[src/hw/rtl/text_indent_level_tracker_macros.svh]
// ---------------------------------------------------------------------------
// Assertion macros for the indentation level tracker
// Clocked on clk and disabled while arst_n is low.
// ---------------------------------------------------------------------------
`ifndef TEXT_INDENT_LEVEL_TRACKER_MACROS_SVH
`define TEXT_INDENT_LEVEL_TRACKER_MACROS_SVH

// Property must hold at every clock edge outside reset
`define TILT_ASSERT(lbl, prop, msg) \
	lbl: assert property (@(posedge clk) disable iff (!arst_n) prop) else $error(msg);

// Expression must never be true outside reset
`define TILT_NEVER(lbl, expr, msg) \
	lbl: assert property (@(posedge clk) disable iff (!arst_n) !(expr)) else $error(msg);

`endif

[src/hw/rtl/tilt_pkg.sv]
// ---------------------------------------------------------------------------
// tilt_pkg
// Shared constants, byte codes and control structs of the indentation
// level tracker.
// ---------------------------------------------------------------------------
`default_nettype none

package tilt_pkg;

	// Field widths
	localparam int BYTE_W  = 8;
	localparam int COUNT_W = 24;
	localparam int LEVEL_W = 3;
	localparam int TAB_W   = 5;
	localparam int PHASE_W = 4;

	// Parameter defaults
	localparam int STACK_DEPTH_DEF = 8;
	localparam int INDENT_BITS_DEF = 10;

	// Tab width register
	localparam logic [TAB_W-1:0] TAB_RESET = TAB_W'(4);
	localparam logic [TAB_W-1:0] TAB_MAX   = TAB_W'(16);

	// Byte codes
	localparam logic [BYTE_W-1:0] BYTE_LF  = 8'h0A;
	localparam logic [BYTE_W-1:0] BYTE_CR  = 8'h0D;
	localparam logic [BYTE_W-1:0] BYTE_SP  = 8'h20;
	localparam logic [BYTE_W-1:0] BYTE_TAB = 8'h09;

	// Indent measurement commands
	typedef struct packed {
		logic clear;
		logic add_space;
		logic add_tab;
	} col_ctrl_t;

	// Stack commands and status
	typedef struct packed {
		logic clear;
		logic step;
	} stk_ctrl_t;

	typedef struct packed {
		logic pop_more;
		logic push_ok;
	} stk_stat_t;

endpackage

`default_nettype wire

[src/hw/rtl/tilt_ifs.sv]
// ---------------------------------------------------------------------------
// Channel interfaces
// Valid/ready channels for text bytes in and line results out.
// ---------------------------------------------------------------------------
`default_nettype none

interface tilt_in_if import tilt_pkg::*; ();
	logic               valid;
	logic               ready;
	logic [BYTE_W-1:0]  text_byte;
	logic               end_of_text;

	modport source (output valid, output text_byte, output end_of_text, input ready);
	modport sink   (input valid, input text_byte, input end_of_text, output ready);
endinterface

interface tilt_out_if import tilt_pkg::*; ();
	logic                valid;
	logic                ready;
	logic [COUNT_W-1:0]  line_number;
	logic [LEVEL_W-1:0]  level;
	logic [COUNT_W-1:0]  ordinal;
	logic [LEVEL_W-1:0]  max_level;

	modport source (output valid, output line_number, output level, output ordinal,
		output max_level, input ready);
	modport sink   (input valid, input line_number, input level, input ordinal,
		input max_level, output ready);
endinterface

`default_nettype wire

[src/hw/rtl/text_indent_level_tracker.sv]
// ---------------------------------------------------------------------------
// text_indent_level_tracker
// Reports the indentation nesting level of every non-blank line of a
// byte stream.
// ---------------------------------------------------------------------------
// Bytes are taken one per transaction. A space, tab or ordinary content
// byte is taken in S_IDLE. A line break (LF or CR) moves to S_CLOSE,
// which closes the line and loads the result register. The LF that
// completes a CR LF pair is dropped in S_IDLE. The first content byte
// of a line enters S_SETTLE, where wider stack entries are popped:
// the stack has a single comparator that inspects one entry per cycle.
// A byte marked end_of_text leads to a close that also clears the stack
// and counters. Closing a non-blank line waits while an earlier result
// is still held in the output register and not taken.
// ---------------------------------------------------------------------------
`default_nettype none
`include "text_indent_level_tracker_macros.svh"

module text_indent_level_tracker import tilt_pkg::*; #(
	parameter int STACK_DEPTH = STACK_DEPTH_DEF,
	parameter int INDENT_BITS = INDENT_BITS_DEF
) (
	input  wire logic              clk,
	input  wire logic              arst_n,
	input  wire logic              cfg_we,
	input  wire logic [TAB_W-1:0]  cfg_wdata,
	tilt_in_if.sink                in_ch,
	tilt_out_if.source             out_ch
);

	localparam int HT_W = $clog2(STACK_DEPTH + 1);

	typedef enum logic [1:0] {
		S_IDLE,
		S_SETTLE,
		S_CLOSE
	} state_t;

	state_t                 state_q;
	logic [TAB_W-1:0]       tab_width_q;
	logic                   acr_q;
	logic                   eot_q;
	logic                   close_q;
	logic                   in_indent_q;
	logic                   has_content_q;
	logic                   line_open_q;
	logic [COUNT_W-1:0]     line_count_q;
	logic [COUNT_W-1:0]     entry_count_q;
	logic [LEVEL_W-1:0]     deepest_q;
	logic [LEVEL_W-1:0]     pending_q;
	logic                   out_valid_q;
	logic [COUNT_W-1:0]     out_line_q;
	logic [LEVEL_W-1:0]     out_level_q;
	logic [COUNT_W-1:0]     out_ordinal_q;
	logic [LEVEL_W-1:0]     out_max_q;

	logic                   accept;
	logic                   is_lf, is_cr, is_sp, is_tab;
	logic                   swallow, brk, plain, content, first_content;
	logic                   do_close, emit, slot_free, close_go;
	logic [COUNT_W-1:0]     line_next, entry_next;
	logic [LEVEL_W-1:0]     max_next;
	col_ctrl_t              col_ctrl;
	stk_ctrl_t              stk_ctrl;
	stk_stat_t              stk_stat;
	logic [INDENT_BITS-1:0] columns;
	logic [HT_W-1:0]        stk_height;
	logic [LEVEL_W-1:0]     settle_level;

	// Tab width register
	always_ff @(posedge clk or negedge arst_n) begin
		if (!arst_n) begin
			tab_width_q <= TAB_RESET;
		end else if (cfg_we) begin
			tab_width_q <= cfg_wdata;
		end
	end

	// Classify the incoming byte
	always_comb begin
		accept        = in_ch.valid && in_ch.ready;
		is_lf         = (in_ch.text_byte == BYTE_LF);
		is_cr         = (in_ch.text_byte == BYTE_CR);
		is_sp         = (in_ch.text_byte == BYTE_SP);
		is_tab        = (in_ch.text_byte == BYTE_TAB);
		swallow       = acr_q && is_lf;
		brk           = !swallow && (is_lf || is_cr);
		plain         = !swallow && !is_lf && !is_cr;
		content       = plain && !is_sp && !is_tab;
		first_content = content && in_indent_q;
	end

	// Line close and result values
	always_comb begin
		do_close   = close_q || line_open_q;
		emit       = do_close && has_content_q;
		slot_free  = !out_valid_q || out_ch.ready;
		close_go   = (state_q == S_CLOSE) && (!emit || slot_free);
		line_next  = (line_count_q != '1) ? (line_count_q + 1'b1) : line_count_q;
		entry_next = (entry_count_q != '1) ? (entry_count_q + 1'b1) : entry_count_q;
		max_next   = (pending_q > deepest_q) ? pending_q : deepest_q;
	end

	// Commands to the indent counter and the stack
	always_comb begin
		col_ctrl.clear     = close_go;
		col_ctrl.add_space = accept && plain && is_sp && in_indent_q;
		col_ctrl.add_tab   = accept && plain && is_tab && in_indent_q;
		stk_ctrl.clear     = close_go && eot_q;
		stk_ctrl.step      = (state_q == S_SETTLE);
	end

	tilt_column #(
		.INDENT_BITS (INDENT_BITS)
	) u_column (
		.clk       (clk),
		.arst_n    (arst_n),
		.ctrl      (col_ctrl),
		.tab_width (tab_width_q),
		.columns   (columns)
	);

	tilt_stack #(
		.STACK_DEPTH (STACK_DEPTH),
		.INDENT_BITS (INDENT_BITS)
	) u_stack (
		.clk          (clk),
		.arst_n       (arst_n),
		.ctrl         (stk_ctrl),
		.indent       (columns),
		.stat         (stk_stat),
		.height       (stk_height),
		.settle_level (settle_level)
	);

	// Sequencer, line state, counters and result register
	always_ff @(posedge clk or negedge arst_n) begin
		if (!arst_n) begin
			state_q       <= S_IDLE;
			acr_q         <= 1'b0;
			eot_q         <= 1'b0;
			close_q       <= 1'b0;
			in_indent_q   <= 1'b1;
			has_content_q <= 1'b0;
			line_open_q   <= 1'b0;
			line_count_q  <= '0;
			entry_count_q <= '0;
			deepest_q     <= '0;
			pending_q     <= '0;
			out_valid_q   <= 1'b0;
			out_line_q    <= '0;
			out_level_q   <= '0;
			out_ordinal_q <= '0;
			out_max_q     <= '0;
		end else begin
			// Drop the result once taken, unless a new one replaces it
			if (out_valid_q && out_ch.ready && !(close_go && emit)) begin
				out_valid_q <= 1'b0;
			end
			case (state_q)
				S_IDLE: begin
					if (accept) begin
						acr_q   <= brk && is_cr;
						eot_q   <= in_ch.end_of_text;
						close_q <= brk;
						if (plain) begin
							line_open_q <= 1'b1;
						end
						if (content) begin
							has_content_q <= 1'b1;
						end
						if (first_content) begin
							in_indent_q <= 1'b0;
							state_q     <= S_SETTLE;
						end else if (brk || in_ch.end_of_text) begin
							state_q <= S_CLOSE;
						end
					end
				end
				S_SETTLE: begin
					// Hold here while the stack pops wider entries
					if (!stk_stat.pop_more) begin
						pending_q <= settle_level;
						state_q   <= eot_q ? S_CLOSE : S_IDLE;
					end
				end
				S_CLOSE: begin
					if (close_go) begin
						if (emit) begin
							out_valid_q   <= 1'b1;
							out_line_q    <= line_next;
							out_level_q   <= pending_q;
							out_ordinal_q <= entry_next;
							out_max_q     <= max_next;
						end
						in_indent_q   <= 1'b1;
						has_content_q <= 1'b0;
						line_open_q   <= 1'b0;
						close_q       <= 1'b0;
						// End of text: start a fresh text
						if (eot_q) begin
							line_count_q  <= '0;
							entry_count_q <= '0;
							deepest_q     <= '0;
							pending_q     <= '0;
							acr_q         <= 1'b0;
							eot_q         <= 1'b0;
						end else begin
							if (do_close) begin
								line_count_q <= line_next;
							end
							if (emit) begin
								entry_count_q <= entry_next;
								deepest_q     <= max_next;
							end
						end
						state_q <= S_IDLE;
					end
				end
				default: begin
					state_q <= S_IDLE;
				end
			endcase
		end
	end

	// Channel outputs
	assign in_ch.ready        = (state_q == S_IDLE);
	assign out_ch.valid       = out_valid_q;
	assign out_ch.line_number = out_line_q;
	assign out_ch.level       = out_level_q;
	assign out_ch.ordinal     = out_ordinal_q;
	assign out_ch.max_level   = out_max_q;

	// Checks
	`TILT_ASSERT(a_height_bound, (stk_height <= HT_W'(STACK_DEPTH)), "stack height over depth")
	`TILT_ASSERT(a_result_from_close, $rose(out_ch.valid) |-> $past(state_q == S_CLOSE), "result loaded outside close")
	`TILT_ASSERT(a_max_covers_level, out_ch.valid |-> (out_ch.max_level >= out_ch.level), "max level below level")
	`TILT_ASSERT(a_text_cleared, (close_go && eot_q) |=> (line_count_q == '0 && stk_height == '0), "text state not cleared")
	`TILT_NEVER(a_settle_while_open_result, (state_q == S_SETTLE) && close_q, "line break pending during settle")

endmodule

`default_nettype wire

[src/hw/rtl/tilt_column.sv]
// ---------------------------------------------------------------------------
// tilt_column
// Measures the indent of the current line: spaces add one column, tabs
// jump to the next tab stop tracked by a phase counter. Saturates.
// ---------------------------------------------------------------------------
`default_nettype none

module tilt_column import tilt_pkg::*; #(
	parameter int INDENT_BITS = INDENT_BITS_DEF
) (
	input  wire logic                   clk,
	input  wire logic                   arst_n,
	input  wire col_ctrl_t              ctrl,
	input  wire logic [TAB_W-1:0]       tab_width,
	output      logic [INDENT_BITS-1:0] columns
);

	localparam int SUM_W = INDENT_BITS + 2;
	localparam logic [INDENT_BITS-1:0] INDENT_MAX = '1;

	logic [INDENT_BITS-1:0] cols_q;
	logic [PHASE_W-1:0]     phase_q;
	logic [TAB_W-1:0]       tw_eff;
	logic [TAB_W-1:0]       phase_inc;
	logic [TAB_W-1:0]       step;
	logic [SUM_W-1:0]       tab_sum;

	// Clamp the tab width into 1..16
	always_comb begin
		if (tab_width == '0) begin
			tw_eff = TAB_W'(1);
		end else if (tab_width > TAB_MAX) begin
			tw_eff = TAB_MAX;
		end else begin
			tw_eff = tab_width;
		end
	end

	// Distance to the next tab stop and the saturating sum
	always_comb begin
		phase_inc = TAB_W'(phase_q) + TAB_W'(1);
		step      = (TAB_W'(phase_q) < tw_eff) ? (tw_eff - TAB_W'(phase_q)) : tw_eff;
		tab_sum   = SUM_W'(cols_q) + SUM_W'(step);
	end

	// Advance the column count and phase
	always_ff @(posedge clk or negedge arst_n) begin
		if (!arst_n) begin
			cols_q  <= '0;
			phase_q <= '0;
		end else if (ctrl.clear) begin
			cols_q  <= '0;
			phase_q <= '0;
		end else if (ctrl.add_space) begin
			if (cols_q != INDENT_MAX) begin
				cols_q <= cols_q + 1'b1;
			end
			phase_q <= (phase_inc >= tw_eff) ? '0 : phase_inc[PHASE_W-1:0];
		end else if (ctrl.add_tab) begin
			cols_q  <= (tab_sum > SUM_W'(INDENT_MAX)) ? INDENT_MAX
				: tab_sum[INDENT_BITS-1:0];
			phase_q <= '0;
		end
	end

	assign columns = cols_q;

endmodule

`default_nettype wire

[src/hw/rtl/tilt_stack.sv]
// ---------------------------------------------------------------------------
// tilt_stack
// Indent stack with one shared comparator. Each settle step compares the
// top entry with the indent: pop while wider, then push a wider indent if not full.
// ---------------------------------------------------------------------------
`default_nettype none

module tilt_stack import tilt_pkg::*; #(
	parameter int STACK_DEPTH = STACK_DEPTH_DEF,
	parameter int INDENT_BITS = INDENT_BITS_DEF,
	localparam int HT_W  = $clog2(STACK_DEPTH + 1),
	localparam int PTR_W = (STACK_DEPTH > 1) ? $clog2(STACK_DEPTH) : 1
) (
	input  wire logic                   clk,
	input  wire logic                   arst_n,
	input  wire stk_ctrl_t              ctrl,
	input  wire logic [INDENT_BITS-1:0] indent,
	output      stk_stat_t              stat,
	output      logic [HT_W-1:0]        height,
	output      logic [LEVEL_W-1:0]     settle_level
);

	logic [INDENT_BITS-1:0] stack_q [STACK_DEPTH];
	logic [HT_W-1:0]        height_q;
	logic [HT_W-1:0]        top_pos;
	logic [HT_W-1:0]        height_after;
	logic [INDENT_BITS-1:0] top;
	logic                   empty;
	logic                   full;

	// Shared compare of the top entry against the indent
	always_comb begin
		empty         = (height_q == '0);
		full          = (height_q == HT_W'(STACK_DEPTH));
		top_pos       = height_q - 1'b1;
		top           = stack_q[top_pos[PTR_W-1:0]];
		stat.pop_more = !empty && (top > indent);
		stat.push_ok  = !full && (empty || (top < indent));
		height_after  = stat.push_ok ? (height_q + 1'b1) : height_q;
		settle_level  = (height_after == '0) ? '0
			: LEVEL_W'(32'(height_after) - 32'd1);
	end

	// Pop one entry per step, then push when settled
	always_ff @(posedge clk or negedge arst_n) begin
		if (!arst_n) begin
			height_q <= '0;
		end else if (ctrl.clear) begin
			height_q <= '0;
		end else if (ctrl.step) begin
			if (stat.pop_more) begin
				height_q <= height_q - 1'b1;
			end else if (stat.push_ok) begin
				height_q <= height_q + 1'b1;
			end
		end
	end

	// Entry storage
	always_ff @(posedge clk) begin
		if (ctrl.step && !ctrl.clear && !stat.pop_more && stat.push_ok) begin
			stack_q[height_q[PTR_W-1:0]] <= indent;
		end
	end

	assign height = height_q;

endmodule

`default_nettype wire

[src/flat_wrapper.sv]
// flat-port wrapper written by rule: the top's interface ports become plain ports
module text_indent_level_tracker_flat import tilt_pkg::*;
#(
	parameter int STACK_DEPTH = STACK_DEPTH_DEF,
	parameter int INDENT_BITS = INDENT_BITS_DEF
)
  (clk, arst_n, cfg_we, cfg_wdata, in_ch_valid, in_ch_text_byte, in_ch_end_of_text, in_ch_ready, out_ch_valid, out_ch_line_number, out_ch_level, out_ch_ordinal, out_ch_max_level, out_ch_ready);
  tilt_in_if in_ch_i ();
  tilt_out_if out_ch_i ();
  input  wire logic clk;
  input  wire logic arst_n;
  input  wire logic cfg_we;
  input  wire logic [TAB_W-1:0] cfg_wdata;
  input wire logic [$bits(in_ch_i.valid)-1:0] in_ch_valid;
  input wire logic [$bits(in_ch_i.text_byte)-1:0] in_ch_text_byte;
  input wire logic [$bits(in_ch_i.end_of_text)-1:0] in_ch_end_of_text;
  output wire logic [$bits(in_ch_i.ready)-1:0] in_ch_ready;
  output wire logic [$bits(out_ch_i.valid)-1:0] out_ch_valid;
  output wire logic [$bits(out_ch_i.line_number)-1:0] out_ch_line_number;
  output wire logic [$bits(out_ch_i.level)-1:0] out_ch_level;
  output wire logic [$bits(out_ch_i.ordinal)-1:0] out_ch_ordinal;
  output wire logic [$bits(out_ch_i.max_level)-1:0] out_ch_max_level;
  input wire logic [$bits(out_ch_i.ready)-1:0] out_ch_ready;
  assign in_ch_i.valid = in_ch_valid;
  assign in_ch_i.text_byte = in_ch_text_byte;
  assign in_ch_i.end_of_text = in_ch_end_of_text;
  assign in_ch_ready = in_ch_i.ready;
  assign out_ch_valid = out_ch_i.valid;
  assign out_ch_line_number = out_ch_i.line_number;
  assign out_ch_level = out_ch_i.level;
  assign out_ch_ordinal = out_ch_i.ordinal;
  assign out_ch_max_level = out_ch_i.max_level;
  assign out_ch_i.ready = out_ch_ready;
  text_indent_level_tracker #(.STACK_DEPTH(STACK_DEPTH), .INDENT_BITS(INDENT_BITS)) u_core (.clk(clk), .arst_n(arst_n), .cfg_we(cfg_we), .cfg_wdata(cfg_wdata), .in_ch(in_ch_i), .out_ch(out_ch_i));
endmodule
[config.mk]
export PLATFORM = sky130hd
export DESIGN_NAME = text_indent_level_tracker_flat
export DESIGN_NICKNAME = d
export VERILOG_FILES = /design/src/hw/rtl/tilt_pkg.sv /design/src/hw/rtl/tilt_ifs.sv /design/src/hw/rtl/text_indent_level_tracker.sv /design/src/hw/rtl/tilt_column.sv /design/src/hw/rtl/tilt_stack.sv /design/src/flat_wrapper.sv
export VERILOG_INCLUDE_DIRS = /design/src /design/src/hw/rtl
export SDC_FILE = /design/constraint.sdc
export NUM_CORES = 1
export LEC_CHECK = 0
export BUFFER_PORTS_ARGS = -buffer_cell sky130_fd_sc_hd__buf_2
export CELL_PAD_IN_SITES_DETAIL_PLACEMENT = 1
export CELL_PAD_IN_SITES_GLOBAL_PLACEMENT = 1
export CORE_MARGIN = 2
export CORE_UTILIZATION = 52
export DETAILED_ROUTE_END_ITERATION = 6
export PLACE_DENSITY = 0.82
export RECOVER_POWER = 25
export SLEW_MARGIN = 10
export SYNTH_ARGS = -nofsm -noshare
export SYNTH_HDL_FRONTEND = slang
export SYNTH_SLANG_ARGS = --single-unit
[constraint.sdc]
create_clock -name clk -period 16.75 [get_ports clk]
set_input_delay 1.675 -clock clk [delete_from_list [all_inputs] [get_ports clk]]
set_output_delay 1.675 -clock clk [all_outputs]
set_load 0.01 [all_outputs]
==> impl_metrics.yaml, run 1 <==
clocking:
  cts-buffers-inserted: 25
  root_buffer: "clkbuf_16"
  cts_buffer_depth: 3
  clock_sinks: 220
  clk_pin_slew_ns: 0.06
  cts.htree.levels: 1
  clkLatencyLatePin_ns: 0.53
  holdBufCountCts: 0
  postCtsSetupBuffers: 0
  tritoncts: "built"
  ctsResizeCount: 0
synth:
  ys_seq_area_share_pct: 51.73
  yosysWarnings: 0
  postSynthCellCount: 1078
  synthArstFlopShare_pct: 63.64
  postSynthAreaPerCell_um2: 10.60
  syn_nets: 1134
  syn_area_um2: 11420
  synth_top_area_share_pct: 30.23
  synth_seq_cells: 220
  yosysTopAreaCell: "dfrtp_1"
  synth-edff-count: 80
  synth_flop_cell: "dfrtp_1"
  ys_top_cells_by_area: "dfrtp_1, edfxtp_1, nand2_1"
  synth.distinct_cells: 77
global_routing:
  gr-total-overflow: 0
  grt_max_degree: 100
  grt_pass1_wl_um: 50470
  gr-usage-all-layers_pct: 26.83
  antenna_found_initial: 0
  grt_pass1_vias: 9251
critical_path:
  cp_max_fo: 30
  cp.arrival_ns: 5.56
  crit_buf_inv: 2
  crit_path_start_kind: "flop"
  slowest_delay_ns: 0.92
  critPathTopFamily: "adder cells"
  r2r_slack_ns: 11.33
  worstPathCellList: "buf_4, inv_1, ha_1, mux4_2, mux2_2, ha_1, a211oi_1, nor2_1, a2111oi_4, a21o_1, nand2_1, nor4_2"
  cp_common_cell: "ha_1"
  required_ns: 16.89
  worstReg2RegStart: "u_core.u_stack.height[0]"
  critPathKind: "flop to flop"
  endpoint_kind: "flop"
  startpoint: "u_core.u_stack.height[0]"
  slowest_stage: "ha_1"
hold_path:
  hold_start: "u_core.out_ch.ordinal[18]"
  worstHoldPathType: "flop to flop"
routing:
  firstDrtPassIters: 5
  routed_wl_um: 30770
  drc_errors: 0
  route.vias.total: 8896
  wl_per_cell_um: 21.44
  first_iter_violations: 501
  via_per_inst: 6.199
  ant_nets: 0
outcome:
  status: "complete, but fails checks"
  failed_checks: "max-capacitance violations, max-slew violations"
sta:
  fin_crit_ns: 5.422
  fmax_mhz: 184.5
  relSlewSlack_pct: -154.8
  finalCritPeriodShare_pct: 32.37
  grt_setup_unrepaired: "false"
  finalHoldViolations: 0
  final.setup.tns_ns: 0
  setup_viol: 0
  finalMaxSlewViolations: 70
  tightest_slew_ns: 3.821
  skew_ns: 0.007823
place:
  numPlacedInstances: 1392
  place_congestion: 0.8982
  hpwlAfterDp_um: 20880
  io_buffers: 74
cells_and_area:
  stdcell_count: 1435
  final_nets: 1195
  fin_util_pct: 59.32
  drive_above_1_share_pct: 15.24
  diodes: 0
  area_growth_pct: 12.63
floorplan:
  core_area_um2: 21690
  ios: 75
  row_count: 54
  initial_core_util_pct: 52.67
  dieArea_um2: 23170
  die_x_um: 152.2
  fp.dieH_um: 152.2
power_and_ir_drop:
  irDropWorstVdd_uv: 134.6
  leakagePower_nw: 5.308
  power.density_nw_per_um2: 156.1
run:
  cap_violations: 1
==> cell type report <==
cell class / instances / area, um^2
fill: 2319 / 8823
sequential: 220 / 5908
multi-input combinational: 777 / 5225
clock buffer: 34 / 709.4
timing repair buffer: 83 / 430.4
tap: 280 / 350.3
clock inverter: 9 / 121.4
inverter: 32 / 120.1
==> per-layer routing <==
layer / share of wire, % / global-route usage (%) / vias up / routed length (um)
li1: - / - / 4084 / -
met1: 42 / 34.99 / 4487 / 12820
met2: 50 / 45.56 / 248 / 15260
met3: 4.4 / 3.385 / 77 / 1360
met4: 4.3 / 11.35 / 0 / 1335
met5: 0 / 0 / - / 0
==> cell usage after synthesis (9+ instances only) <==
master	count
nor2_1	55
nor3_1	18
or3_1	9
and2_1	11
buf_2	11
nand2_1	145
o21ai_0	107
dfrtp_1	138
clkbuf_1	34
nand3_1	35
a21oi_1	50
mux4_2	20
xor2_1	23
and3_1	25
o31ai_1	21
a31oi_1	24
edfxtp_1	80
nand4_1	16
nand2b_1	12
mux2_2	17
xnor2_1	29
ha_1	35
nor2b_1	9
inv_1	32
==> tightest hold or removal path, delay by kind of cell, from the launching register on <==
family	cells	cell delay, ns
and+or+nand+nor	1	0.04
AOI/OAI and AO/OA	1	0.06
DFF	1	0.33
==> per-stage QoR <==
stage               hold WS, ns  total power (W)  worst slack (ns)  cell area [um^2]
floorplan                0.4492         0.001231             11.36             11420
global placement         0.4555         0.001405             11.40             12030
detailed placement       0.4656         0.001451             11.07             12030
CTS                      0.4771         0.002016             10.99             12860
global route             0.5090         0.002126             10.91             12860
finish                   0.4712         0.002009             11.33             12860
==> report_power, final <==
| group | leakage, nW | internal, W | switching (W) | total [W] |
|---|---|---|---|---|
| Combinational | 2.26 | 0.000295 | 0.000445 | 0.000740 |
| Clock | 0.400 | 0.000340 | 0.000219 | 0.000559 |
| Sequential | 2.65 | 0.000627 | 0.0000829 | 0.000710 |
| Total | 5.31 | 0.00126 | 0.000747 | 0.00201 |
==> layout by cell type (no fill, tap or decap), drive strengths merged, types with 16 or more instances in the layout <==
cell | Yosys | routed
dfrtp | 138 | 138
nand2 | 145 | 145
clkbuf | 35 | 38
xnor2 | 29 | 29
nor3 | 19 | 19
o21ai | 115 | 115
ha | 35 | 35
mux4 | 20 | 20
o31ai | 21 | 21
and3 | 26 | 26
edfxtp | 80 | 80
a31oi | 26 | 26
xor2 | 23 | 23
nand3 | 37 | 37
nand4 | 16 | 16
mux2 | 17 | 17
a21oi | 51 | 51
nor2 | 55 | 55
inv | 32 | 32
buf | 14 | 79
==> cell families (layout without fill, tap and decap cells) <==
group           Yosys count  in the layout  share of synthesized area, %
fa+ha+maj                37             37                         4.184
compound gates          277            277                         15.09
buf+inv                  81            158                         2.859
simple gates            366            366                         15.83
xor+xnor                 52             52                         3.987
mux                      45             45                         6.320
flops                   220            220                         51.73
==> registers in the layout, summed over array words and instances, names as in the netlist, 4 cells and up <==
name,flops
u_core.entry_count_q,24
u_core.line_count_q,24
u_core.out_ch.line_number,24
u_core.out_ch.ordinal,24
u_core.tab_width_q,5
u_core.u_column.columns,10
u_core.u_column.phase_q,4
u_core.u_stack.height,4
u_core.u_stack.stack_q,80
==> path summary, 6_finish.rpt <==
check / to / cells past startpoint
worst max-delay path: u_core.u_stack.stack_q[2][2] / 12
max in group asynchronous: u_core.u_column.columns[9] / 2
min in group asynchronous: u_core.out_ch.ordinal[17] / 1
worst min-delay path: u_core.out_ch.ordinal[18] / 2
worst max register to register: u_core.u_stack.stack_q[2][2] / 12
worst min register to register: u_core.out_ch.ordinal[18] / 2
Power figures use the tool's default switching activity.
==> run 2, diff against run 1 <==
- CORE_UTILIZATION: 52 -> 44
- PLACE_DENSITY: 0.82 -> 0.73
- clock period: 16.75 -> 4.6 ns (I/O delays scaled with it)
==> impl_metrics.yaml, run 2 (synthesis results as in run 1) <==
outcome:
  status: "finished clean"
routing:
  ant_nets: 0
  routed_wl_um: 28890
  first_iter_violations: 527
  firstDrtPassIters: 7
  drc_errors: 0
  wl_per_cell_um: 19.18
  via_per_inst: 5.757
  route.vias.total: 8670
power_and_ir_drop:
  power.density_nw_per_um2: 560.1
  fin_total_pwr_w: 0.007358
  seqPwrFrac_pct: 34.7
  irDropWorstVdd_uv: 393.3
  p_int_w: 0.004579
  p_sw_share_pct: 37.77
  power.share.combinational_pct: 38.3
  leakagePower_nw: 5.419
  p_clk_share_pct: 27.1
  switching_power_w: 0.002779
clocking:
  tritoncts: "built"
  clock_sinks: 220
  cts-buffers-inserted: 26
  root_buffer: "clkbuf_16"
  clkLatencyLatePin_ns: 0.55
  cts.htree.levels: 1
  clk_pin_slew_ns: 0.06
  cts_buffer_depth: 3
sta:
  fin_crit_ns: 4.270
  tightest_slew_ns: 1.096
  relSlewSlack_pct: 26.50
  finalHoldViolations: 0
  finalCritPeriodShare_pct: 92.83
  final.setup.tns_ns: 0
  fmax_mhz: 234.2
  grt_setup_unrepaired: "false"
  skew_ns: 0.02768
  finalMaxSlewViolations: 0
  setup_viol: 0
critical_path:
  worstPathCellList: "inv_1, ha_2, buf_4, mux4_2, mux2_2, ha_1, nand4_1, a211oi_2, a2111oi_4, a21oi_1, mux2i_1, ha_1, inv_1, nor3b_1, o31ai_1"
  crit_path_start_kind: "flop"
  startpoint: "u_core.u_stack.height[1]"
  crit_path_end: "u_core.pending_q[1]"
  slowest_stage: "dfrtp_2"
  required_ns: 5.00
  slowest_delay_ns: 0.45
  cp_max_fo: 15
  critPathKind: "flop to flop"
  r2r_slack_ns: 0.33
  cp.arrival_ns: 4.67
  endpoint_kind: "flop"
  r2r_end: "u_core.pending_q[1]"
  reg2regPathDepth: 15
  worstReg2RegStart: "u_core.u_stack.height[1]"
place:
  hpwlAfterDp_um: 19970
  io_buffers: 74
  place_congestion: 0.8453
cells_and_area:
  layout_common_cells: "nand2_1, dfrtp_1, o21ai_0"
  drive_above_1_share_pct: 17.43
  final_nets: 1213
  area_growth_pct: 15.02
  mostFrequentLayoutCell: "nand2_1"
  diodes: 0
  largest_register_ffs: 80
floorplan:
  die_x_um: 165.1
  ios: 75
  initial_core_util_pct: 45.10
  dieArea_um2: 27260
  fp.dieH_um: 165.1
  row_count: 58
  core_area_um2: 25330
global_routing:
  grt_max_degree: 100
  gr-usage-all-layers_pct: 21.82
  grt_pass1_wl_um: 47560
  antenna_found_initial: 0
  grt_pass1_vias: 9023
  gr-total-overflow: 0
hold_path:
  worstHoldPathType: "primary input to flop"
run:
  cap_violations: 0
==> run 2: per-stage QoR <==
stage	instances	hold slack, ns	worst slack [ns]	utilization (%)	area (um^2)
2_1_floorplan	1078	0.1644	0.01972	-	11470
3_3_place_gp	1455	0.4557	0.3276	48.34	12240
3_5_place_dp	1455	0.4657	0.1412	48.34	12240
4_1_cts	1503	0.1043	0.09253	51.66	13080
5_1_grt	1506	0.1457	0.004860	51.87	13140
6_report	1506	0.1271	0.3296	51.87	13140
==> run 2: power by group through the flow <==
stage	Clock (W)	Combinational, W	Sequential, W
3_3_place_gp	0	0.00263	0.00258
6_report	0.00199	0.00282	0.00255
2_1_floorplan	0	0.00203	0.00249
3_5_place_dp	0	0.00274	0.00259
4_1_cts	0.00204	0.00278	0.00255
5_1_grt	0.00211	0.00315	0.00259
==> run 2: timing repair <==
item,CTS,global route
endpoints found under the hold margin,70,0
endpoints found under the setup margin,0,34
hold buffers,1,0
resized for setup,0,6
buffers inserted,0,3
==> run 2: cell type report <==
type / instances / area (um^2)
inverter: 32 / 120.1
timing repair buffer: 100 / 595.6
tap: 330 / 412.9
multi-input combinational: 777 / 5268
clock inverter: 15 / 128.9
fill: 2736 / 12190
sequential: 220 / 5909
clock buffer: 32 / 703.2
==> run 2: worst min-delay path by stage <==
stage                     cells past startpoint                     startpoint                             to
after global routing                          2                   cfg_wdata[0]          u_core.tab_width_q[0]
after detailed placement                      2  u_core.out_ch.line_number[13]  u_core.out_ch.line_number[13]
after floorplan                               0                         arst_n                   u_core.acr_q
after CTS                                     3                   cfg_wdata[4]          u_core.tab_width_q[4]
after global placement                        2  u_core.out_ch.line_number[20]  u_core.out_ch.line_number[20]
final                                         3                   cfg_wdata[4]          u_core.tab_width_q[4]
==> run 2: routing by layer <==
layer,wire [um],track usage [%]
met1,12850,29.23
met4,625,4.862
met5,0,0
met3,1158,2.797
met2,14260,37.95
==> run 2: worst max-delay path: cells and delay by family, from the launching register on <==
family	cells	cell delay, ns
buf+inv	3	0.44
flops	1	0.45
simple gates	2	0.45
fa+ha+maj	3	0.85
compound gates	4	1.02
mux	3	0.89
==> run 3, diff against run 2 <==
- CORE_MARGIN: 2 -> 4
==> impl_metrics.yaml, run 3 (synthesis results as in run 1) <==
cells_and_area:
  seq_area_um2: 5908
  largest_register_ffs: 80
  area_growth_pct: 15.34
  layout_common_cells: "nand2_1, dfrtp_1, o21ai_0"
  diodes: 0
  mostFrequentLayoutCell: "nand2_1"
  stdcell_count: 1504
  fill_cells: 2768
  multi_input_area_um2: 5265
  final_nets: 1211
  drive_above_1_share_pct: 17.29
place:
  io_buffers: 74
  hpwlAfterDp_um: 20550
  place_congestion: 0.8550
  numPlacedInstances: 1456
power_and_ir_drop:
  power.share.combinational_pct: 36.8
  seqPwrFrac_pct: 34.0
  switching_power_w: 0.002735
  p_clk_share_pct: 29.2
  leakagePower_nw: 5.428
  p_sw_share_pct: 36.53
  irDropWorstVdd_uv: 425.4
  power.density_nw_per_um2: 568.3
  p_int_w: 0.004752
global_routing:
  grt_max_degree: 100
  gr-usage-all-layers_pct: 20.61
  grt_pass1_wl_um: 48320
  grt_pass1_vias: 9095
  gr-total-overflow: 0
  antenna_found_initial: 0
critical_path:
  endpoint_kind: "flop"
  required_ns: 4.77
  crit_path_start_kind: "flop"
  cp_max_fo: 14
  r2r_end: "u_core.u_stack.stack_q[3][5]"
  crit_buf_inv: 2
  slowest_stage: "nor3_4"
  r2r_slack_ns: 0.20
  cp_common_cell: "ha_1"
  cp.arrival_ns: 4.57
  slowest_delay_ns: 0.56
  worstPathCellList: "inv_1, ha_1, buf_4, mux4_2, mux2_2, ha_1, a21oi_1, o21ai_1, a2111oi_4, a21o_1, nand2_1, nor3_4"
  critPathKind: "flop to flop"
  critPathTopFamily: "compound AO/OA/AOI/OAI gates"
  reg2regPathDepth: 12
  worstReg2RegStart: "u_core.u_stack.height[1]"
clocking:
  cts_buffer_depth: 3
  clock_sinks: 220
  cts.htree.levels: 1
  clkLatencyLatePin_ns: 0.53
  cts-buffers-inserted: 26
  root_buffer: "clkbuf_16"
  clk_pin_slew_ns: 0.06
  postCtsSetupBuffers: 0
  tritoncts: "built"
sta:
  tightest_slew_ns: 2.444
  skew_ns: 0.01109
  final.setup.tns_ns: 0
  relSlewSlack_pct: -62.92
  whs_ns: 0.1378
  fmax_mhz: 227.3
  finalCritPeriodShare_pct: 95.63
  finalMaxSlewViolations: 44
  finalHoldViolations: 0
  grt_setup_unrepaired: "true"
  setup_viol: 0
  fin_crit_ns: 4.399
hold_path:
  hold_end: "u_core.tab_width_q[4]"
  worstHoldPathType: "primary input to flop"
  hold_depth: 3
  hold_start: "cfg_wdata[4]"
routing:
  firstDrtPassIters: 5
  routed_wl_um: 29470
  first_iter_violations: 572
  wl_per_cell_um: 19.59
  ant_nets: 0
  via_per_inst: 5.761
  drc_errors: 0
  route.vias.total: 8664
outcome:
  status: "complete, but fails checks"
  failed_checks: "max-capacitance violations, max-slew violations"
floorplan:
  die_x_um: 169.1
  fp.dieH_um: 169.1
  row_count: 58
  ios: 75
  core_area_um2: 25330
  dieArea_um2: 28600
  initial_core_util_pct: 45.10
run:
  cap_violations: 1
## run 3: worst register-to-register path, cell delays in order (launching register included)
cell and delay (ns):
dfrtp_1 0.51, inv_1 0.20, ha_1 0.35, buf_4 0.23
mux4_2 0.33, mux2_2 0.28, ha_1 0.31, a21oi_1 0.14
o21ai_1 0.17, a2111oi_4 0.53, a21o_1 0.21, nand2_1 0.20
nor3_4 0.56
## run 3: worst max path at each step
| stage | startpoint | to | slack (ns) | cells after the start |
|---|---|---|---|---|
| 5_1_grt | u_core.u_stack.height[1] | u_core.pending_q[1] | -0.06 | 15 |
| 3_5_place_dp | u_core.tab_width_q[2] | u_core.u_column.columns[8] | 0.20 | 19 |
| 3_3_place_gp | u_core.u_stack.height[1] | u_core.u_stack.stack_q[3][8] | 0.35 | 12 |
| 2_1_floorplan | u_core.u_stack.height[0] | u_core.u_stack.stack_q[2][0] | 0.02 | 14 |
| 4_1_cts | u_core.tab_width_q[2] | u_core.u_column.columns[8] | 0.18 | 19 |
| 6_report | u_core.u_stack.height[1] | u_core.u_stack.stack_q[3][5] | 0.20 | 12 |
## run 3: power by group through the flow
stage                     Sequential [W]  Combinational (W)  Clock (W)
final                            0.00255            0.00276    0.00218
after global routing             0.00258            0.00309    0.00233
after CTS                        0.00255            0.00278    0.00223
after detailed placement         0.00259            0.00275          0
after global placement           0.00258            0.00262          0
after floorplan                  0.00249            0.00203          0
## run 3: metal layers
layer  up-vias  part of all wire, %  track usage (%)
li1       4120                    -                -
met1      4348                   44            27.65
met2       143                   49            35.49
met3        53                  3.7            2.522
met5         -                    0                0
met4         0                  2.4            5.775
## run 3: repair_timing
action	4_1_cts	5_1_grt
hold buffers	1	0
gates resized for setup	0	4
hold endpoints to repair	41	0
setup endpoints to repair	0	17
## run 3: cell type report
cell class | count | share of cell area, %
clock buffers | 32 | 5.575
clock inverters | 15 | 1.434
inverters | 32 | 0.9118
multi-input cells | 777 | 39.97
flip-flops and latches | 220 | 44.85
well taps | 330 | 3.134
repair buffers | 98 | 4.131
## run 3: per-stage QoR
stage	worst slack [ns]	cell area [um^2]	util, %	total power [W]
after floorplan	0.01972	11470	-	0.004518
after global placement	0.3509	12250	48.36	0.005198
after detailed placement	0.2021	12250	48.36	0.005338
after CTS	0.1805	13180	52.05	0.007559
after global routing	-0.05547	13170	52.02	0.007994
final	0.2009	13170	52.02	0.007487
